==> src/hw/rtl/bcc_pkg.sv <==
`timescale 1ns / 1ps
`default_nettype none

package bcc_pkg;

   localparam int SPRITE_ROWS  = 16;
   localparam int MAX_PLANES   = 8;
   localparam int FORM_W       = 16;
   localparam int FORM_DEPTH   = 2 * SPRITE_ROWS;
   localparam int FORM_AW      = $clog2(FORM_DEPTH);
   localparam int FROW_W       = $clog2(SPRITE_ROWS);
   localparam int ROWS_W       = FROW_W + 1;
   localparam int PLANE_W      = $clog2(MAX_PLANES);
   localparam int PCNT_W       = 4;
   localparam int COORD_W      = 12;
   localparam int HOT_W        = 4;
   localparam int COLOR_W      = 8;
   localparam int SHIFT_W      = 5;
   localparam int COL_W        = 8;

   // request tdata layout, lowest bit first
   localparam int REQ_DATA_W   = 80;
   localparam int REQ_IDX_LSB  = 0;
   localparam int REQ_WORD_LSB = 5;
   localparam int REQ_PX_LSB   = 21;
   localparam int REQ_PY_LSB   = 33;
   localparam int REQ_SL_LSB   = 45;
   localparam int REQ_SR_LSB   = 61;

   localparam int RSP_DATA_W   = 96;

   localparam int CSR_IDX_W    = 3;
   localparam int CSR_DATA_W   = 12;

   typedef enum logic [1:0] {
      ACT_LOAD  = 2'd0,
      ACT_BEGIN = 2'd1,
      ACT_WORDS = 2'd2
   } bcc_action_type;

   typedef enum logic [1:0] {
      CLIP_NONE  = 2'd0,
      CLIP_LEFT  = 2'd1,
      CLIP_RIGHT = 2'd2
   } bcc_clip_type;

   typedef enum logic [CSR_IDX_W-1:0] {
      REG_HOT_X       = 3'd0,
      REG_HOT_Y       = 3'd1,
      REG_MAX_X       = 3'd2,
      REG_MAX_Y       = 3'd3,
      REG_BG_COLOR    = 3'd4,
      REG_FG_COLOR    = 3'd5,
      REG_PLANE_COUNT = 3'd6
   } bcc_reg_type;

   typedef enum logic [1:0] {
      KIND_BEGIN,
      KIND_WORDS,
      KIND_OVERRUN
   } bcc_kind_type;

   typedef struct packed {
      logic [HOT_W-1:0]   hot_x;
      logic [HOT_W-1:0]   hot_y;
      logic [COORD_W-1:0] max_x;
      logic [COORD_W-1:0] max_y;
      logic [COLOR_W-1:0] bg_color;
      logic [COLOR_W-1:0] fg_color;
      logic [PCNT_W-1:0]  plane_count;
   } bcc_cfg_type;

   // one request in flight between the control stage and the paint stage
   typedef struct packed {
      bcc_kind_type       kind;
      bcc_clip_type       mode;
      logic [ROWS_W-1:0]  rows;
      logic [COL_W-1:0]   column;
      logic [COORD_W-1:0] start_row;
      logic               last;
      logic [FORM_W-1:0]  left;
      logic [FORM_W-1:0]  right;
      logic               bg_bit;
      logic               fg_bit;
      logic [SHIFT_W-1:0] shift;
   } bcc_stage_type;

endpackage

`default_nettype wire

==> src/hw/rtl/bitplane_cursor_compositor.sv <==
// A begin or words request is registered in the control stage, then in the response register.
// Throughput: one request per cycle unless the response side stalls; the form store read for
// the next plane row is registered as the request is taken; painting is one shift and mask step.
// Reset: registers return to their defaults, any run ends and the pipeline empties;
// the form store is not cleared and must be loaded before use.
`timescale 1ns / 1ps
`default_nettype none

module bitplane_cursor_compositor import bcc_pkg::*; (
   input  wire logic                  clock,
   input  wire logic                  reset,
   input  wire logic                  req_tvalid,
   output logic                       req_tready,
   // mask_index[4:0], mask_word[20:5], pos_x[32:21], pos_y[44:33],
   // screen_left[60:45], screen_right[76:61], zero pad[79:77]
   input  wire logic [REQ_DATA_W-1:0] req_tdata,
   // action[1:0]
   input  wire logic [1:0]            req_tuser,
   output logic                       rsp_tvalid,
   input  wire logic                  rsp_tready,
   // save_left[15:0], save_right[31:16], new_left[47:32], new_right[63:48],
   // write_left[64], write_right[65], clip_mode[67:66], cursor_rows[72:68],
   // word_column[80:73], start_row[92:81], zero pad[95:93]
   output logic [RSP_DATA_W-1:0]      rsp_tdata,
   // last
   output logic                       rsp_tlast,
   // overrun
   output logic                       rsp_tuser,
   input  wire logic                  csr_valid,
   output logic                       csr_ready,
   input  wire logic [CSR_IDX_W-1:0]  csr_index,
   input  wire logic [CSR_DATA_W-1:0] csr_data
);

   bcc_cfg_type        cfg;
   logic               s1_ready;
   logic               s1_valid;
   bcc_stage_type      s1_data;
   logic               mem_wr_en;
   logic [FORM_AW-1:0] mem_wr_addr;
   logic [FORM_W-1:0]  mem_wr_data;
   logic               mem_rd_en;
   logic [FORM_AW-1:0] mem_rd_addr_bg;
   logic [FORM_AW-1:0] mem_rd_addr_fg;
   logic [FORM_W-1:0]  form_bg;
   logic [FORM_W-1:0]  form_fg;

   bcc_csr u_csr (
      .clock     (clock),
      .reset     (reset),
      .csr_valid (csr_valid),
      .csr_ready (csr_ready),
      .csr_index (csr_index),
      .csr_data  (csr_data),
      .cfg       (cfg)
   );

   bcc_form_store u_form_store (
      .clock      (clock),
      .wr_en      (mem_wr_en),
      .wr_addr    (mem_wr_addr),
      .wr_data    (mem_wr_data),
      .rd_en      (mem_rd_en),
      .rd_addr_bg (mem_rd_addr_bg),
      .rd_addr_fg (mem_rd_addr_fg),
      .rd_bg      (form_bg),
      .rd_fg      (form_fg)
   );

   bcc_ctrl u_ctrl (
      .clock          (clock),
      .reset          (reset),
      .cfg            (cfg),
      .req_tvalid     (req_tvalid),
      .req_tready     (req_tready),
      .req_tdata      (req_tdata),
      .req_tuser      (req_tuser),
      .s1_ready       (s1_ready),
      .s1_valid       (s1_valid),
      .s1_data        (s1_data),
      .mem_wr_en      (mem_wr_en),
      .mem_wr_addr    (mem_wr_addr),
      .mem_wr_data    (mem_wr_data),
      .mem_rd_en      (mem_rd_en),
      .mem_rd_addr_bg (mem_rd_addr_bg),
      .mem_rd_addr_fg (mem_rd_addr_fg)
   );

   bcc_paint u_paint (
      .clock      (clock),
      .reset      (reset),
      .s1_valid   (s1_valid),
      .s1_data    (s1_data),
      .form_bg    (form_bg),
      .form_fg    (form_fg),
      .s1_ready   (s1_ready),
      .rsp_tvalid (rsp_tvalid),
      .rsp_tready (rsp_tready),
      .rsp_tdata  (rsp_tdata),
      .rsp_tlast  (rsp_tlast),
      .rsp_tuser  (rsp_tuser)
   );

endmodule

`default_nettype wire

==> src/hw/rtl/bcc_csr.sv <==
`timescale 1ns / 1ps
`default_nettype none

module bcc_csr import bcc_pkg::*; (
   input  wire logic                  clock,
   input  wire logic                  reset,
   input  wire logic                  csr_valid,
   output logic                       csr_ready,
   input  wire logic [CSR_IDX_W-1:0]  csr_index,
   input  wire logic [CSR_DATA_W-1:0] csr_data,
   output bcc_cfg_type                cfg
);

   bcc_cfg_type cfg_ff;
   bcc_cfg_type cfg_in;

   assign csr_ready = 1'b1;
   assign cfg       = cfg_ff;

   always_comb begin
      cfg_in = cfg_ff;
      if (csr_valid) begin
         unique case (csr_index)
            REG_HOT_X:       cfg_in.hot_x       = csr_data[HOT_W-1:0];
            REG_HOT_Y:       cfg_in.hot_y       = csr_data[HOT_W-1:0];
            REG_MAX_X:       cfg_in.max_x       = csr_data[COORD_W-1:0];
            REG_MAX_Y:       cfg_in.max_y       = csr_data[COORD_W-1:0];
            REG_BG_COLOR:    cfg_in.bg_color    = csr_data[COLOR_W-1:0];
            REG_FG_COLOR:    cfg_in.fg_color    = csr_data[COLOR_W-1:0];
            REG_PLANE_COUNT: cfg_in.plane_count = csr_data[PCNT_W-1:0];
            default: ;
         endcase
      end
   end

   always_ff @(posedge clock) begin
      if (reset) begin
         cfg_ff.hot_x       <= '0;
         cfg_ff.hot_y       <= '0;
         cfg_ff.max_x       <= COORD_W'(639);
         cfg_ff.max_y       <= COORD_W'(399);
         cfg_ff.bg_color    <= '0;
         cfg_ff.fg_color    <= COLOR_W'(1);
         cfg_ff.plane_count <= PCNT_W'(1);
      end else begin
         cfg_ff <= cfg_in;
      end
   end

endmodule

`default_nettype wire

==> src/hw/rtl/bcc_form_store.sv <==
`timescale 1ns / 1ps
`default_nettype none

module bcc_form_store import bcc_pkg::*; (
   input  wire logic               clock,
   input  wire logic               wr_en,
   input  wire logic [FORM_AW-1:0] wr_addr,
   input  wire logic [FORM_W-1:0]  wr_data,
   input  wire logic               rd_en,
   input  wire logic [FORM_AW-1:0] rd_addr_bg,
   input  wire logic [FORM_AW-1:0] rd_addr_fg,
   output logic [FORM_W-1:0]       rd_bg,
   output logic [FORM_W-1:0]       rd_fg
);

   logic [FORM_W-1:0] mem [FORM_DEPTH];
   logic [FORM_W-1:0] rd_bg_ff;
   logic [FORM_W-1:0] rd_fg_ff;

   assign rd_bg = rd_bg_ff;
   assign rd_fg = rd_fg_ff;

   always_ff @(posedge clock) begin
      if (wr_en) begin
         mem[wr_addr] <= wr_data;
      end
      if (rd_en) begin
         rd_bg_ff <= mem[rd_addr_bg];
         rd_fg_ff <= mem[rd_addr_fg];
      end
   end

endmodule

`default_nettype wire

==> src/hw/rtl/bcc_ctrl.sv <==
`timescale 1ns / 1ps
`default_nettype none

module bcc_ctrl import bcc_pkg::*; (
   input  wire logic                  clock,
   input  wire logic                  reset,
   input  wire bcc_cfg_type           cfg,
   input  wire logic                  req_tvalid,
   output logic                       req_tready,
   input  wire logic [REQ_DATA_W-1:0] req_tdata,
   input  wire logic [1:0]            req_tuser,
   input  wire logic                  s1_ready,
   output logic                       s1_valid,
   output bcc_stage_type              s1_data,
   output logic                       mem_wr_en,
   output logic [FORM_AW-1:0]         mem_wr_addr,
   output logic [FORM_W-1:0]          mem_wr_data,
   output logic                       mem_rd_en,
   output logic [FORM_AW-1:0]         mem_rd_addr_bg,
   output logic [FORM_AW-1:0]         mem_rd_addr_fg
);

   // run state
   bcc_clip_type       mode_ff,      mode_in;
   logic [ROWS_W-1:0]  rows_ff,      rows_in;
   logic [FROW_W-1:0]  ffr_ff,       ffr_in;
   logic [SHIFT_W-1:0] shift_ff,     shift_in;
   logic [ROWS_W-1:0]  row_cnt_ff,   row_cnt_in;
   logic [PLANE_W-1:0] plane_cnt_ff, plane_cnt_in;
   logic [PCNT_W-1:0]  planes_ff,    planes_in;
   logic               active_ff,    active_in;

   logic               s1_valid_ff, s1_valid_in;
   bcc_stage_type      s1_data_ff,  s1_data_in;

   logic               accept;
   bcc_action_type     action;
   logic [COORD_W-1:0] pos_x;
   logic [COORD_W-1:0] pos_y;
   logic [FORM_W-1:0]  scr_left;
   logic [FORM_W-1:0]  scr_right;

   logic signed [COORD_W:0] x_diff;
   logic signed [COORD_W:0] x_lim;
   logic signed [COORD_W:0] y_diff;
   logic signed [COORD_W:0] y_lim;
   logic signed [COORD_W:0] y_rows;
   logic [COORD_W:0]        x_adj;
   bcc_clip_type            b_mode;
   logic [ROWS_W-1:0]       b_rows;
   logic [FROW_W-1:0]       b_ffr;
   logic [COORD_W-1:0]      b_start;
   logic [PCNT_W-1:0]       b_planes;

   logic [FROW_W-1:0]       frow;
   logic [ROWS_W-1:0]       row_next;
   logic [PCNT_W-1:0]       plane_next;
   logic                    row_wrap;
   logic                    run_end;

   assign req_tready = s1_ready;
   assign accept     = req_tvalid & req_tready;
   assign action     = bcc_action_type'(req_tuser);
   assign pos_x      = req_tdata[REQ_PX_LSB +: COORD_W];
   assign pos_y      = req_tdata[REQ_PY_LSB +: COORD_W];
   assign scr_left   = req_tdata[REQ_SL_LSB +: FORM_W];
   assign scr_right  = req_tdata[REQ_SR_LSB +: FORM_W];

   assign mem_wr_en   = accept && (action == ACT_LOAD);
   assign mem_wr_addr = req_tdata[REQ_IDX_LSB +: FORM_AW];
   assign mem_wr_data = req_tdata[REQ_WORD_LSB +: FORM_W];

   // form row wraps within the sprite
   assign frow           = ffr_ff + row_cnt_ff[FROW_W-1:0];
   assign mem_rd_addr_bg = {frow, 1'b0};
   assign mem_rd_addr_fg = {frow, 1'b1};
   assign mem_rd_en      = accept && (action == ACT_WORDS) && active_ff;

   assign row_next   = row_cnt_ff + ROWS_W'(1);
   assign row_wrap   = row_next >= rows_ff;
   assign plane_next = PCNT_W'(plane_cnt_ff) + PCNT_W'(1);
   assign run_end    = row_wrap && (plane_next >= planes_ff);

   // begin: hot spot adjust, clip, visible rows and plane count clamp
   always_comb begin
      x_diff  = $signed({1'b0, pos_x}) - $signed({{(COORD_W-HOT_W+1){1'b0}}, cfg.hot_x});
      x_lim   = $signed({1'b0, cfg.max_x}) - 13'sd15;
      y_diff  = $signed({1'b0, pos_y}) - $signed({{(COORD_W-HOT_W+1){1'b0}}, cfg.hot_y});
      y_lim   = $signed({1'b0, cfg.max_y}) - 13'sd15;
      y_rows  = $signed({1'b0, cfg.max_y}) - y_diff + 13'sd1;
      x_adj   = x_diff;
      b_ffr   = '0;
      b_start = y_diff[COORD_W-1:0];
      if (x_diff[COORD_W]) begin
         x_adj  = x_diff + 13'sd16;
         b_mode = CLIP_LEFT;
      end else if (x_diff >= x_lim) begin
         b_mode = CLIP_RIGHT;
      end else begin
         b_mode = CLIP_NONE;
      end
      if (y_diff[COORD_W]) begin
         b_rows  = ROWS_W'(SPRITE_ROWS) + y_diff[ROWS_W-1:0];
         b_ffr   = FROW_W'(-y_diff[FROW_W-1:0]);
         b_start = '0;
      end else if (y_diff > y_lim) begin
         b_rows = (y_rows > 13'sd0) ? y_rows[ROWS_W-1:0] : '0;
      end else begin
         b_rows = ROWS_W'(SPRITE_ROWS);
      end
      b_planes = (cfg.plane_count > PCNT_W'(MAX_PLANES)) ? PCNT_W'(MAX_PLANES)
                                                        : cfg.plane_count;
   end

   always_comb begin
      mode_in      = mode_ff;
      rows_in      = rows_ff;
      ffr_in       = ffr_ff;
      shift_in     = shift_ff;
      row_cnt_in   = row_cnt_ff;
      plane_cnt_in = plane_cnt_ff;
      planes_in    = planes_ff;
      active_in    = active_ff;
      s1_valid_in  = s1_valid_ff && !s1_ready;
      s1_data_in   = s1_data_ff;

      if (accept) begin
         s1_data_in.kind      = KIND_OVERRUN;
         s1_data_in.mode      = mode_ff;
         s1_data_in.rows      = rows_ff;
         s1_data_in.column    = '0;
         s1_data_in.start_row = '0;
         s1_data_in.last      = 1'b0;
         s1_data_in.left      = scr_left;
         s1_data_in.right     = scr_right;
         s1_data_in.bg_bit    = cfg.bg_color[plane_cnt_ff];
         s1_data_in.fg_bit    = cfg.fg_color[plane_cnt_ff];
         s1_data_in.shift     = shift_ff;

         case (action)
            ACT_BEGIN: begin
               mode_in      = b_mode;
               rows_in      = b_rows;
               ffr_in       = b_ffr;
               shift_in     = SHIFT_W'(SPRITE_ROWS) - SHIFT_W'(x_adj[3:0]);
               row_cnt_in   = '0;
               plane_cnt_in = '0;
               planes_in    = b_planes;
               active_in    = (b_rows != '0) && (b_planes != '0);
               s1_valid_in  = 1'b1;
               s1_data_in.kind      = KIND_BEGIN;
               s1_data_in.mode      = b_mode;
               s1_data_in.rows      = b_rows;
               s1_data_in.column    = x_adj[COORD_W-1:4];
               s1_data_in.start_row = b_start;
            end
            ACT_WORDS: begin
               s1_valid_in = 1'b1;
               if (active_ff) begin
                  s1_data_in.kind = KIND_WORDS;
                  s1_data_in.last = run_end;
                  // advance row, then plane; drop the run after the last plane
                  if (row_wrap) begin
                     row_cnt_in = '0;
                     if (run_end) begin
                        plane_cnt_in = '0;
                        active_in    = 1'b0;
                     end else begin
                        plane_cnt_in = plane_next[PLANE_W-1:0];
                     end
                  end else begin
                     row_cnt_in = row_next;
                  end
               end
            end
            default: ;
         endcase
      end
   end

   always_ff @(posedge clock) begin
      if (reset) begin
         mode_ff      <= CLIP_NONE;
         rows_ff      <= '0;
         ffr_ff       <= '0;
         shift_ff     <= '0;
         row_cnt_ff   <= '0;
         plane_cnt_ff <= '0;
         planes_ff    <= '0;
         active_ff    <= 1'b0;
         s1_valid_ff  <= 1'b0;
      end else begin
         mode_ff      <= mode_in;
         rows_ff      <= rows_in;
         ffr_ff       <= ffr_in;
         shift_ff     <= shift_in;
         row_cnt_ff   <= row_cnt_in;
         plane_cnt_ff <= plane_cnt_in;
         planes_ff    <= planes_in;
         active_ff    <= active_in;
         s1_valid_ff  <= s1_valid_in;
      end
      s1_data_ff <= s1_data_in;
   end

   assign s1_valid = s1_valid_ff;
   assign s1_data  = s1_data_ff;

endmodule

`default_nettype wire

==> src/hw/rtl/bcc_paint.sv <==
`timescale 1ns / 1ps
`default_nettype none

module bcc_paint import bcc_pkg::*; (
   input  wire logic                  clock,
   input  wire logic                  reset,
   input  wire logic                  s1_valid,
   input  wire bcc_stage_type         s1_data,
   input  wire logic [FORM_W-1:0]     form_bg,
   input  wire logic [FORM_W-1:0]     form_fg,
   output logic                       s1_ready,
   output logic                       rsp_tvalid,
   input  wire logic                  rsp_tready,
   output logic [RSP_DATA_W-1:0]      rsp_tdata,
   output logic                       rsp_tlast,
   output logic                       rsp_tuser
);

   localparam int PIX_W = 2 * FORM_W;

   logic                  rsp_valid_ff, rsp_valid_in;
   logic [RSP_DATA_W-1:0] rsp_data_ff,  rsp_data_in;
   logic                  rsp_last_ff,  rsp_last_in;
   logic                  rsp_user_ff,  rsp_user_in;

   logic                  out_free;
   logic                  advance;
   logic [PIX_W-1:0]      bg_sh;
   logic [PIX_W-1:0]      fg_sh;
   logic [PIX_W-1:0]      bits_bg;
   logic [PIX_W-1:0]      bits;
   logic [FORM_W-1:0]     save_left;
   logic [FORM_W-1:0]     save_right;
   logic [FORM_W-1:0]     new_left;
   logic [FORM_W-1:0]     new_right;
   logic                  write_left;
   logic                  write_right;

   assign out_free = !rsp_valid_ff || rsp_tready;
   assign s1_ready = !s1_valid || out_free;
   assign advance  = s1_valid && out_free;

   // background first, then foreground over it
   always_comb begin
      bg_sh   = PIX_W'(form_bg) << s1_data.shift;
      fg_sh   = PIX_W'(form_fg) << s1_data.shift;
      bits_bg = {s1_data.left, s1_data.right};
      bits_bg = s1_data.bg_bit ? (bits_bg | bg_sh) : (bits_bg & ~bg_sh);
      bits    = s1_data.fg_bit ? (bits_bg | fg_sh) : (bits_bg & ~fg_sh);
   end

   always_comb begin
      save_left   = '0;
      save_right  = '0;
      new_left    = '0;
      new_right   = '0;
      write_left  = 1'b0;
      write_right = 1'b0;
      if (s1_data.kind == KIND_WORDS) begin
         case (s1_data.mode)
            CLIP_LEFT: begin
               save_right  = s1_data.right;
               new_right   = bits[FORM_W-1:0];
               write_right = 1'b1;
            end
            CLIP_RIGHT: begin
               save_left  = s1_data.left;
               new_left   = bits[PIX_W-1:FORM_W];
               write_left = 1'b1;
            end
            default: begin
               save_left   = s1_data.left;
               save_right  = s1_data.right;
               new_left    = bits[PIX_W-1:FORM_W];
               new_right   = bits[FORM_W-1:0];
               write_left  = 1'b1;
               write_right = 1'b1;
            end
         endcase
      end
   end

   always_comb begin
      rsp_valid_in = rsp_valid_ff && !rsp_tready;
      rsp_data_in  = rsp_data_ff;
      rsp_last_in  = rsp_last_ff;
      rsp_user_in  = rsp_user_ff;
      if (advance) begin
         rsp_valid_in = 1'b1;
         rsp_user_in  = (s1_data.kind == KIND_OVERRUN);
         rsp_last_in  = s1_data.last;
         if (s1_data.kind == KIND_OVERRUN) begin
            rsp_data_in = '0;
         end else begin
            rsp_data_in = RSP_DATA_W'({s1_data.start_row, s1_data.column, s1_data.rows,
                                       s1_data.mode, write_right, write_left,
                                       new_right, new_left, save_right, save_left});
         end
      end
   end

   always_ff @(posedge clock) begin
      if (reset) begin
         rsp_valid_ff <= 1'b0;
      end else begin
         rsp_valid_ff <= rsp_valid_in;
      end
      rsp_data_ff <= rsp_data_in;
      rsp_last_ff <= rsp_last_in;
      rsp_user_ff <= rsp_user_in;
   end

   assign rsp_tvalid = rsp_valid_ff;
   assign rsp_tdata  = rsp_data_ff;
   assign rsp_tlast  = rsp_last_ff;
   assign rsp_tuser  = rsp_user_ff;

endmodule

`default_nettype wire

==> config.mk <==
export PLATFORM = sky130hd
export DESIGN_NAME = bitplane_cursor_compositor
export DESIGN_NICKNAME = d
export VERILOG_FILES = /design/src/hw/rtl/bcc_pkg.sv /design/src/hw/rtl/bitplane_cursor_compositor.sv /design/src/hw/rtl/bcc_csr.sv /design/src/hw/rtl/bcc_form_store.sv /design/src/hw/rtl/bcc_ctrl.sv /design/src/hw/rtl/bcc_paint.sv
export SDC_FILE = /design/constraint.sdc
export NUM_CORES = 1
export LEC_CHECK = 0
export BUFFER_PORTS_ARGS = -buffer_cell sky130_fd_sc_hd__buf_2
export CELL_PAD_IN_SITES_DETAIL_PLACEMENT = 2
export CELL_PAD_IN_SITES_GLOBAL_PLACEMENT = 2
export CORE_MARGIN = 10
export CORE_UTILIZATION = 30
export CTS_CLUSTER_DIAMETER = 150
export DETAILED_ROUTE_END_ITERATION = 10
export GPL_TIMING_DRIVEN = 0
export PLACE_DENSITY_LB_ADDON = 0.1
export SLEW_MARGIN = 20
export SYNTH_ARGS = -nofsm -noshare
export SYNTH_HDL_FRONTEND = slang
export SYNTH_SLANG_ARGS = --single-unit
==> constraint.sdc <==
create_clock -name clock -period 13.2 [get_ports clock]
set_clock_uncertainty 0.2 [all_clocks]
set_input_delay 1.32 -clock clock [delete_from_list [all_inputs] [get_ports clock]]
set_output_delay 1.32 -clock clock [all_outputs]
set_load 0.02 [all_outputs]
-- Yosys cells after proc, flatten, opt, wreduce, memory -nomap -nowiden
Memory sizes are Yosys's and may differ from the RTL's. A register that Yosys moved wholly into a read port is not among the register bits.
Cells that the tools add are included.
- reductions and logical operators: 36
- bitwise operators: 9
- $add $sub $neg: 13
- shift-type cells: 2
- $lt $le $gt $ge: 7
- muxes and demuxes: 36
- equality and inequality tests: 14
- operators with widths (cell ; count):
    32-bit bitwise AND ; 2
    32-bit 2-to-1 mux ; 2
    32-bit inverter ; 2
    32-bit bitwise OR ; 2
    16-bit by 5-bit << shifter with 32-bit output ; 2
    27-bit 2-to-1 mux ; 1
    12-bit by 4-bit subtractor with 13-bit output ; 2
    12-bit by 4-bit subtractor with 13-bit output (second input constant) ; 2
    5-bit 2-to-1 mux ; 5
    12-bit 2-to-1 mux ; 2
    2-bit AND reduction ; 10
    13-bit by 2-bit adder with 13-bit output (second input constant) ; 1
    13-bit greater-or-equal comparator ; 1
    13-bit by 1-bit > comparator with 1-bit output (second input constant) ; 1
    13-bit > comparator ; 1
    13-bit subtractor ; 1
    12-bit by 6-bit adder with 12-bit output (second input constant) ; 1
    1-bit 2-to-1 mux ; 12
    5-bit case mux with 2 select lines ; 1
    3-bit == test (second input constant) ; 3
    3-bit 2-to-1 mux ; 3
    1-bit logical AND ; 8
    4-bit 2-to-1 mux ; 2
    1-bit binary-select mux with 3-bit select ; 2
    32 further kinds ; 48
- memories: 1
- bits in writable memories: 512
- logic and storage cells: 153
- output and inout port bits: 101
- register bits: 250
- memory list (name ; depth ; bits a word ; read ports ; clocked after memory_dff ; wr ports ; line ; text):
    u_form_store.mem ; 32 ; 16 ; 2 ; 2 ; 1 ; bcc_form_store.sv:16 ; logic [FORM_W-1:0] mem [FORM_DEPTH];

-- Depth between registers and ports, before layout
Gate-level depths: netlist of run 1.
- depth in word-level cells: 10
- depth in mapped cells: 19

-- Hierarchy
Synthesis of run 1 repeated with hierarchy kept, for this count alone.
- cell total of the unflattened synthesis: 3209
- area, all modules: 41253.3 µm²
- by module, submodules not included (module ; sequential area each (µm²) ; cells each ; times used ; area each (µm²)):
    bcc_form_store ; 16335.7 ; 1728 ; 1 ; 25757.2
    bcc_ctrl ; 2672.6 ; 681 ; 1 ; 6820.3
    bcc_paint ; 2872.8 ; 594 ; 1 ; 6511.2
    bcc_csr ; 1041.0 ; 206 ; 1 ; 2164.6

-- Worst setup path before layout of run 1
No wires, ideal clock.
- path type: input -> register
- start: input rsp_tready
- end: register u_paint.rsp_data_ff[0], in the netlist u_paint.rsp_tdata[0], enable pin
- setup slack: 6844 ps
- library setup time: 561 ps
- cell stages on the path: 2
- arrival: 5595 ps
- data required time: 12439 ps
- path buffers: 0
- path through: nor2b_1 -> nor2b_1
- cells in the longest elaborated chain, start to end: 2
- ends and longest elaborated chain (item ; line ; text):
    start: declaration ; bitplane_cursor_compositor.sv:20 ; input wire logic rsp_tready,
    1-bit logical OR ; bcc_paint.sv:39 ; assign out_free = !rsp_valid_ff || rsp_tready;
    1-bit logical AND ; bcc_paint.sv:41 ; assign advance = s1_valid && out_free;
    via u_paint.advance ; bcc_paint.sv:27 ; logic advance;
    end signal: assignment ; bcc_paint.sv:108 ; rsp_data_ff <= rsp_data_in;
    end: declaration ; bcc_paint.sv:22 ; logic [RSP_DATA_W-1:0] rsp_data_ff, rsp_data_in;
The timed path passes the listed nets, and every way through them passes these cells.
A chain may end at the register's enable or synchronous reset.

-- Worst setup path in the final report of run 1
- start: input req_tdata[33]
- end: register u_ctrl.s1_data_ff (netlist bit u_ctrl.s1_data[60]) (data pin)
- cells in the longest elaborated chain, start to end: 8
- elaborated cells between the ends (all ways): 10
- those cells by class: 4 x add/sub; 2 x order compare; 4 x mux
- ends and longest elaborated chain (item ; line ; text):
    start: declaration ; bitplane_cursor_compositor.sv:16 ; input wire logic [REQ_DATA_W-1:0] req_tdata,
    12-bit by 4-bit subtractor with 13-bit output (*) ; bcc_ctrl.sv:88 ; y_diff = $signed({1'b0, pos_y}) - $signed({{(COORD_W-HOT_W+1){1'b0}}, cfg.hot_y});
    13-bit subtractor ; bcc_ctrl.sv:90 ; y_rows = $signed({1'b0, cfg.max_y}) - y_diff + 13'sd1;
    13-bit by 2-bit adder with 13-bit output ; bcc_ctrl.sv:90 ;
    13-bit by 1-bit > comparator with 1-bit output ; bcc_ctrl.sv:107 ; b_rows = (y_rows > 13'sd0) ? y_rows[ROWS_W-1:0] : '0;
    5-bit 2-to-1 mux ; bcc_ctrl.sv:107 ;
    5-bit 2-to-1 mux ; bcc_ctrl.sv:106 ; end else if (y_diff > y_lim) begin
    5-bit 2-to-1 mux (*) ; bcc_ctrl.sv:102 ; if (y_diff[COORD_W]) begin
    27-bit 2-to-1 mux (*) ; bcc_ctrl.sv:140 ; case (action)
    end signal: assignment ; bcc_ctrl.sv:203 ; s1_data_ff <= s1_data_in;
    end: declaration ; bcc_ctrl.sv:34 ; bcc_stage_type s1_data_ff, s1_data_in;
Every way passes the cells marked *; elsewhere a longest branch is shown, timed or not.

==> impl_metrics.toml, run 1 <==
[timing]
holdWs_ps = 208
finalSetupViolCount = 0
worst_pin_slew_ps = 1100
setup_slack_ps = 7670
rsz0062_at_grt = "false"
drv_slew = 0
period_share_pct = 41.9
fmax_mhz = 181
maxSlewHeadroom_pct = 26.8
setup_tns_ps = 0
period_needed_ps = 5530
hold_viol = 0

[setup_path]
crit_required_ps = 13360
reg2reg_slack_ps = 8050
regToRegStartpoint = "u_csr.cfg[45]$_SDFFE_PP0P_"
critPathKind = "in -> reg"
cp_max_fo = 5
endpoint = "u_ctrl.s1_data[60]$_DFFE_PP_"
startpoint = "req_tdata[33]"
crit_arrival_ps = 5690
r2r_cells = 16
start_kind = "primary input"
reg2reg_to = "u_ctrl.s1_data[60]$_DFFE_PP_"
worst_setup_path_end_kind = "flip-flop"

[finish]
final.fill_count = 11700
syn_to_final_growth_pct = 19.0
final_cell_mix = "edfxtp_1 (708), nand2_1 (273), buf_2 (205)"
drive_gt1_share_pct = 21.5
layout_commonest_cell = "edfxtp_1"
utilization_pct = 36.1
fin_nets = 2892

[cts]
cts_tree = "done"
clock_sinks = 791
cts-root-buf = "clkbuf_16"
numCtsBuffers = 92
cts_max_level = 3
cts.clk_slew.worst_paths_ps = 60
hold_buffers = 0
ctsResizeCount = 0
clockBufferDepth = 3
post-cts-setup-buffers = 0
clock_latency_ps = 670

[place]
dp_hpwl_mm = 81.2
place_ws_ps = 6990
globalplace.congestion = 0.843
port-buffer-count = 194

[synthesis]
synthCells = 2390
syn_area_um2 = 34800
ys_seq_elements = 791
ys.flop_type = "edfxtp_1"
syn_avg_cell_area_um2 = 14.6
synth_edf_count = 708
async_flop_share_pct = 0
ys_warn_count = 0
ys_types = 84
synth_seq_area_share_pct = 65.8

[pwr]
p_total_uw = 5870
p_clk_share_pct = 44.1
ir_drop_mv = 0.127
power.internal_uw = 4470
leakagePower_uw = 0.0141
power_switching_uw = 1400
p_per_area_nw_per_um2 = 142
power.share.sequential_pct = 47.5
combPwrFrac_pct = 8.3
netSwitchingFraction_pct = 23.9

[routing]
drcViolationCount = 0
wl_mm = 110
via_per_inst = 4.99
ant_nets = 0
first_iter_violations = 1222
dr.pass1.iters = 5
routedWlPerCell_um = 25.6
vias = 21500

[global_route]
grt_pass1_vias = 23800
grt_overflow_total = 0
grt_pass1_wl_mm = 163
track_usage_pct = 16.6
grt_max_degree = 46
antenna_found_initial = 4

[status]
outcome = "finished, final reports clean"

[die]
io_pins = 203
start_util_pct = 30.3
num_rows = 124
die_area_um2 = 130000
die-width_um = 361
die_h_um = 361
core-area_um2 = 115000

[worst_hold_path]
worst_hold_path_type = "reg -> reg"

[flow_run]
maxCapViolations = 0
cell type report:
cell class | count | area, um^2 | share of cell area, %
sequential | 791 | 22900 | 55.3
multi-input combinational | 1414 | 11300 | 27.2
clock buffer | 112 | 2410 | 5.81
tap | 1512 | 1890 | 4.57
timing repair buffer | 229 | 1490 | 3.61
clock inverter | 58 | 658 | 1.59
buffer | 124 | 547 | 1.32
inverter | 63 | 236 | 0.571
antenna | 2 | 5.00 | 0.0121
sequential cells by signal, indices dropped and copies added, names as in the netlist, 4 cells and up:
name and cells:
u_ctrl.planes_ff 4, u_form_store.mem 512, u_ctrl.ffr_ff 4, u_ctrl.s1_data 69
u_form_store.rd_fg 16, u_form_store.rd_bg 16, u_ctrl.shift_ff 5, u_ctrl.row_cnt_ff 5
u_paint.rsp_tdata 93, u_ctrl.rows_ff 5, u_csr.cfg 52
power groups by stage:
stage	clock, uW	combinational, uW	sequential (uW)
floorplan	0	281	2850
global placement	0	476	2840
detailed placement	0	496	2840
CTS	2660	499	2790
global route	2760	538	2790
finish	2590	487	2790
worst min-delay path by stage:
| stage | start | to | slack, ps | cells after the start |
|---|---|---|---|---|
| after floorplan | u_ctrl.s1_data[39]$_SDFFCE_PN0P_ | u_paint.rsp_tlast$_DFFE_PP_ | 200 | 0 |
| after global placement | u_ctrl.s1_data[39]$_SDFFCE_PN0P_ | u_paint.rsp_tlast$_DFFE_PP_ | 210 | 0 |
| final | u_ctrl.shift_ff[3]$_SDFFE_PP0P_ | u_ctrl.s1_data[3]$_DFFE_PP_ | 210 | 0 |
| after global routing | u_ctrl.shift_ff[3]$_SDFFE_PP0P_ | u_ctrl.s1_data[3]$_DFFE_PP_ | 220 | 0 |
| after CTS | u_ctrl.shift_ff[3]$_SDFFE_PP0P_ | u_ctrl.s1_data[3]$_DFFE_PP_ | 210 | 0 |
| after detailed placement | u_ctrl.s1_data[39]$_SDFFCE_PN0P_ | u_paint.rsp_tlast$_DFFE_PP_ | 220 | 0 |
metal layers:
layer,vias to the layer above,share of wire (%),global-route usage [%]
li1,9728,-,-
met1,11200,45,21.9
met2,418,49,28.3
met3,155,3.6,2.64
met4,4,2.3,4.44
met5,-,0.024,0
critical path, cell delays in order:
cell	delay (ps)
buf_2	80
inv_1	30
ha_1	210
fa_1	400
and2b_1	250
o21a_2	160
nor2_1	50
xnor2_1	420
ha_1	330
ha_1	330
a21oi_1	260
a2111oi_0	160
a2111oi_0	540
mux2i_1	250
nand4_1	100
o211ai_1	330
a211oi_4	120
a21oi_2	250
a21oi_1	110
logic make-up after synthesis:
group	synth area share, %
AO/OA/AOI/OAI	6.71
XOR/XNOR	1.60
adder cells (fa/ha/maj)	2.84
buffers and inverters	2.22
flip-flops	65.8
multiplexers	11.3
other	0.0216
AND/OR/NAND/NOR	9.45
synthesized netlist by cell type (24+ instances only):
cell type | count | area, um^2
edfxtp_1 | 708 | 21300
nand2_1 | 273 | 1020
nor2_1 | 153 | 574
mux4_2 | 139 | 3130
a21oi_1 | 108 | 541
and2_1 | 97 | 607
clkbuf_1 | 83 | 312
dfxtp_1 | 83 | 1660
ha_1 | 71 | 888
o21ai_0 | 68 | 340
mux2i_1 | 64 | 641
inv_1 | 62 | 233
a211oi_1 | 42 | 315
a31oi_1 | 37 | 231
xor2_1 | 36 | 315
xnor2_1 | 25 | 219
nand3b_1 | 24 | 180
metrics by stage:
step           instance area, um^2  std cells
2_1_floorplan                34800       2392
3_3_place_gp                 37700       4098
3_5_place_dp                 38300       4133
4_1_cts                      41400       4303
5_1_grt                      41400       4304
6_report                     41400       4305
(Power assumes the default switching activity.)
==> inputs of run 2 (changes only) <==
==> constraint.sdc (replaced) <==
create_clock -name clock -period 5 [get_ports clock]
set_clock_uncertainty 0.2 [all_clocks]
set_input_delay 0.5 -clock clock [delete_from_list [all_inputs] [get_ports clock]]
set_output_delay 0.5 -clock clock [all_outputs]
set_load 0.02 [all_outputs]
==> impl_metrics.toml, run 2 (synthesis gave the netlist of run 1 again) <==
[status]
outcome = "finished, final reports clean"

[cts]
clockBufferDepth = 3
cts.clk_slew.worst_paths_ps = 60
clock_latency_ps = 680
numCtsBuffers = 93
clock_sinks = 791
cts_max_level = 3
cts_tree = "done"
cts-root-buf = "clkbuf_16"

[die]
die_area_um2 = 130000
io_pins = 203
num_rows = 124
core-area_um2 = 115000
start_util_pct = 30.3
die_h_um = 361
die-width_um = 361

[global_route]
grt_pass1_vias = 24100
grt_pass1_wl_mm = 164
track_usage_pct = 16.8
grtUsageMet1_pct = 21.8
grt_overflow_total = 0
busiest_layer = "met2"
antenna_found_initial = 5
use_met3_pct = 2.99
grtUsageMet2_pct = 28.8
grt_max_degree = 46

[setup_path]
regToRegStartpoint = "u_csr.cfg[44]$_SDFFE_PP0P_"
reg2reg_to = "u_ctrl.s1_data[62]$_DFFE_PP_"
crit_arrival_ps = 5000
crit_required_ps = 5170
cp_slowest_stage_delay_ps = 640
worst_setup_path_end_kind = "flip-flop"
cp_cell_sequence = "ha_2, fa_2, inv_1, ha_1, inv_1, ha_1, fa_2, xor2_1, or4_4, a2111oi_2, nand4_1, o211ai_1, a211oi_4, buf_6, a22oi_2, a21oi_1"
cp_slowest_cell = "fa_2"
start_kind = "flip-flop"
cp_max_fo = 5
r2r_cells = 16
critPathKind = "reg -> reg"
reg2reg_slack_ps = 170

[timing]
hold_viol = 0
setup_tns_ps = 0
maxSlewHeadroom_pct = 32.1
drv_slew = 0
period_needed_ps = 4830
period_share_pct = 96.6
fmax_mhz = 207
finalSetupViolCount = 0
worst_pin_slew_ps = 1010

[finish]
final.fill_count = 11600
syn_to_final_growth_pct = 20.6
final_cell_area_um2 = 42000
regMostFlops = "u_form_store.mem"
layout_commonest_cell = "edfxtp_1"
fin_nets = 2943
drive_gt1_share_pct = 22.2
final_cell_mix = "edfxtp_1 (708), nand2_1 (272), buf_2 (205)"
largest_reg_flops = 512

[routing]
vias = 21500
via_per_inst = 4.95
drcViolationCount = 0
routedWlPerCell_um = 25.5
ant_nets = 0
first_iter_violations = 1200
wl_mm = 111
dr.pass1.iters = 4

[worst_hold_path]
worstHoldPathCells = 4
worst_hold_path_type = "in -> reg"
hp-start = "reset"
hold_end = "u_ctrl.mode_ff[1]$_SDFFE_PP0P_"

[pwr]
p_per_area_nw_per_um2 = 369
p_total_uw = 15500
ir_drop_mv = 0.273
netSwitchingFraction_pct = 23.7
power.internal_uw = 11800
power_switching_uw = 3680
power.share.sequential_pct = 47.5
combPwrFrac_pct = 8.7
p_clk_share_pct = 43.8
leakagePower_uw = 0.0144

[place]
port-buffer-count = 194
place_area_um2 = 38300
dp_hpwl_mm = 80.2
globalplace.congestion = 0.831

[flow_run]
maxCapViolations = 0
==> run 2: cell type report <==
class / instances / area (um^2) / share of cell area (%)
inverter: 63 / 236 / 0.563
timing repair buffer: 279 / 1940 / 4.61
clock inverter: 52 / 539 / 1.28
buffer: 124 / 552 / 1.31
antenna: 2 / 5.00 / 0.0119
clock buffer: 115 / 2490 / 5.93
multi-input combinational: 1414 / 11400 / 27.2
tap: 1512 / 1890 / 4.50
sequential: 791 / 22900 / 54.6
==> run 2: worst max path at each step <==
stage	slack, ps	to	cells after the start	from
finish	170	u_ctrl.s1_data[62]$_DFFE_PP_	16	u_csr.cfg[44]$_SDFFE_PP0P_
global route	-80	u_ctrl.s1_data[62]$_DFFE_PP_	17	u_csr.cfg[47]$_SDFFE_PP0P_
CTS	20	u_ctrl.s1_data[62]$_DFFE_PP_	19	u_csr.cfg[44]$_SDFFE_PP0P_
detailed placement	-520	u_ctrl.s1_data[62]$_DFFE_PP_	19	req_tdata[33]
global placement	-2680	u_form_store.mem[10][6]$_DFFE_PP_	9	rsp_tready
floorplan	140	u_form_store.mem[23][0]$_DFFE_PP_	7	rsp_tready
==> run 2: per-layer routing <==
layer	share of wire [%]	wire [um]	vias to the layer above
met2	49	54400	399
li1	-	-	9838
met4	2.4	2700	0
met3	3.9	4350	157
met5	0	0	-
met1	45	49500	11200
==> run 2: stage by stage <==
stage          std cells  hold WS, ps  util [%]  setup WS, ps
2_1_floorplan       2392          200         -           139
6_report            4352         86.9      36.6           172
4_1_cts             4342         48.6      36.4          20.6
3_5_place_dp        4128          217      33.3          -521
5_1_grt             4350         73.3      36.6         -78.7
3_3_place_gp        4098          214      32.8         -2680
==> run 2: what timing repair did <==
item                                    CTS  global route
setup buffers                             2             8
pin swaps                                 4             7
hold buffers                             45             0
gates resized for setup                  10            27
endpoints found under the setup margin    9            11
hold endpoints to repair                 71             0
==> run 2: worst max-delay path: cells and delay by family (launching register included) <==
kind	cells	cell delay, ps
XOR/XNOR	1	180
buffers and inverters	3	290
AO/OA/AOI/OAI	5	1120
adder cells (fa/ha/maj)	5	1750
flip-flops	1	320
AND/OR/NAND/NOR	2	630
==> run 2: power groups by stage <==
stage	Sequential (uW)	Combinational [uW]	Clock (uW)
2_1_floorplan	7520	742	0
5_1_grt	7370	1490	7230
4_1_cts	7360	1350	6990
3_5_place_dp	7500	1310	0
6_report	7360	1350	6780
3_3_place_gp	7510	1260	0
==> inputs of run 3 (changes only) <==
==> constraint.sdc (replaced) <==
create_clock -name clock -period 6.2 [get_ports clock]
set_clock_uncertainty 0.2 [all_clocks]
set_input_delay 0.62 -clock clock [delete_from_list [all_inputs] [get_ports clock]]
set_output_delay 0.62 -clock clock [all_outputs]
set_load 0.02 [all_outputs]
==> impl_metrics.toml, run 3 (synthesis gave the netlist of run 1 again) <==
[routing]
routedWlPerCell_um = 25.5
vias = 21600
drcViolationCount = 0
dr.pass1.iters = 7
first_iter_violations = 1207
ant_nets = 0
wl_mm = 111
via_per_inst = 4.97

[finish]
drive_gt1_share_pct = 21.2
final.fill_count = 11700
final_cell_mix = "edfxtp_1 (708), nand2_1 (273), buf_2 (205)"
fin_nets = 2928
regMostFlops = "u_form_store.mem"
largest_reg_flops = 512
syn_to_final_growth_pct = 20.0
utilization_pct = 36.4
multi_input_area_um2 = 11300
layout_commonest_cell = "edfxtp_1"
seqCellArea_um2 = 22900

[timing]
period_needed_ps = 5150
fmax_mhz = 194
hold_viol = 0
setup_slack_ps = 1050
rsz0062_at_grt = "false"
period_share_pct = 83.1
worst_pin_slew_ps = 1100
maxSlewHeadroom_pct = 26.9
drv_slew = 0
finalSetupViolCount = 0

[cts]
ctsResizeCount = 0
cts_max_level = 3
numCtsBuffers = 92
cts.clk_slew.worst_paths_ps = 60
clock_sinks = 791
clockBufferDepth = 3
clock_latency_ps = 680
cts_tree = "done"
cts-root-buf = "clkbuf_16"

[global_route]
grt_max_degree = 46
grt_pass1_vias = 24000
antenna_found_initial = 4
track_usage_pct = 16.7
grt_pass1_wl_mm = 164
grt_overflow_total = 0

[die]
die_h_um = 361
die-width_um = 361
core-area_um2 = 115000
start_util_pct = 30.3
num_rows = 124
io_pins = 203
die_area_um2 = 130000

[worst_hold_path]
worst_hold_path_type = "in -> reg"

[place]
dp_hpwl_mm = 81.2
port-buffer-count = 194
globalplace.congestion = 0.843
place_ws_ps = 689

[pwr]
p_per_area_nw_per_um2 = 299
ir_drop_mv = 0.270
leakagePower_uw = 0.0143

[setup_path]
worst_setup_path_end_kind = "flip-flop"
crit_arrival_ps = 5320
critPathKind = "reg -> reg"
cp_max_fo = 5
crit_required_ps = 6370
start_kind = "flip-flop"

[flow_run]
maxCapViolations = 0

[status]
outcome = "finished, final reports clean"
## run 3: cell count changes in the layout (fill, tap and decap cells not counted), moves of 5 or more
cell           before  now
dlygate4sd3_1      45   36
clkinv_2           15    9
buf_4              13    4
clkinv_1           21   26
buf_8              15   23
## run 3: path summary, 6_finish.rpt
| kind | start | cells past startpoint | slack (ps) | endpoint |
|---|---|---|---|---|
| worst max-delay path | u_csr.cfg[45]$_SDFFE_PP0P_ | 16 | 1050 | u_ctrl.s1_data[60]$_DFFE_PP_ |
| worst max register to register | u_csr.cfg[45]$_SDFFE_PP0P_ | 16 | 1050 | u_ctrl.s1_data[60]$_DFFE_PP_ |
| worst min register to register | u_ctrl.shift_ff[3]$_SDFFE_PP0P_ | 0 | 210 | u_ctrl.s1_data[3]$_DFFE_PP_ |
| worst min-delay path | csr_data[10] | 3 | 60 | u_csr.cfg[30]$_SDFFE_PP0P_ |
## run 3: power by group
group | total (uW) | switching, uW | internal [uW]
Clock | 5520 | 2280 | 3240
Sequential | 5940 | 41.3 | 5900
Combinational | 1060 | 669 | 388
Total | 12500 | 2990 | 9520
## run 3: layout make-up
| cell class | count | area share [%] |
|---|---|---|
| plain buffers | 124 | 1.31 |
| multi-input cells | 1414 | 27.0 |
| flip-flops and latches | 791 | 54.9 |
| well taps | 1512 | 4.53 |
| repair buffers | 265 | 4.44 |
| clock buffers | 112 | 5.76 |
| diodes | 2 | 0.0120 |
| inverters | 63 | 0.566 |
| clock inverters | 58 | 1.57 |
## run 3: repair_timing
| action | 4_1_cts | 5_1_grt |
|---|---|---|
| setup buffers | 0 | 0 |
| hold endpoints to repair | 37 | 0 |
| hold buffers | 36 | 0 |
## run 3: metrics by stage
stage	area (um^2)	power, uW	TNS [ps]	std cells	hold WS [ps]
5_1_grt	41800	13000	0	4340	45.3
6_report	41800	12500	0	4341	60.7
3_3_place_gp	37700	7070	-824330	4098	214
2_1_floorplan	34800	6670	0	2392	200
3_5_place_dp	38300	7110	0	4133	219
4_1_cts	41800	12700	0	4339	22.7
## run 3: routing by layer
layer / track usage [%] / wire [um]
met1: 22.0 / 49800
met3: 2.62 / 3960
met2: 28.5 / 54400
met4: 4.35 / 2570
met5: 0 / 26
## run 3: critical path: stages, from the launching register on
cell and delay, ps:
dfxtp_1 390, inv_1 60, ha_1 260, nor2b_1 150, or2_2 290, a221oi_1 910
and2_1 240, ha_1 310, nor2_1 230, a2111oi_0 110, a2111oi_0 540, mux2i_1 250
nand4_1 100, o211ai_1 330, a211oi_4 120, a21oi_2 250, a21oi_1 110
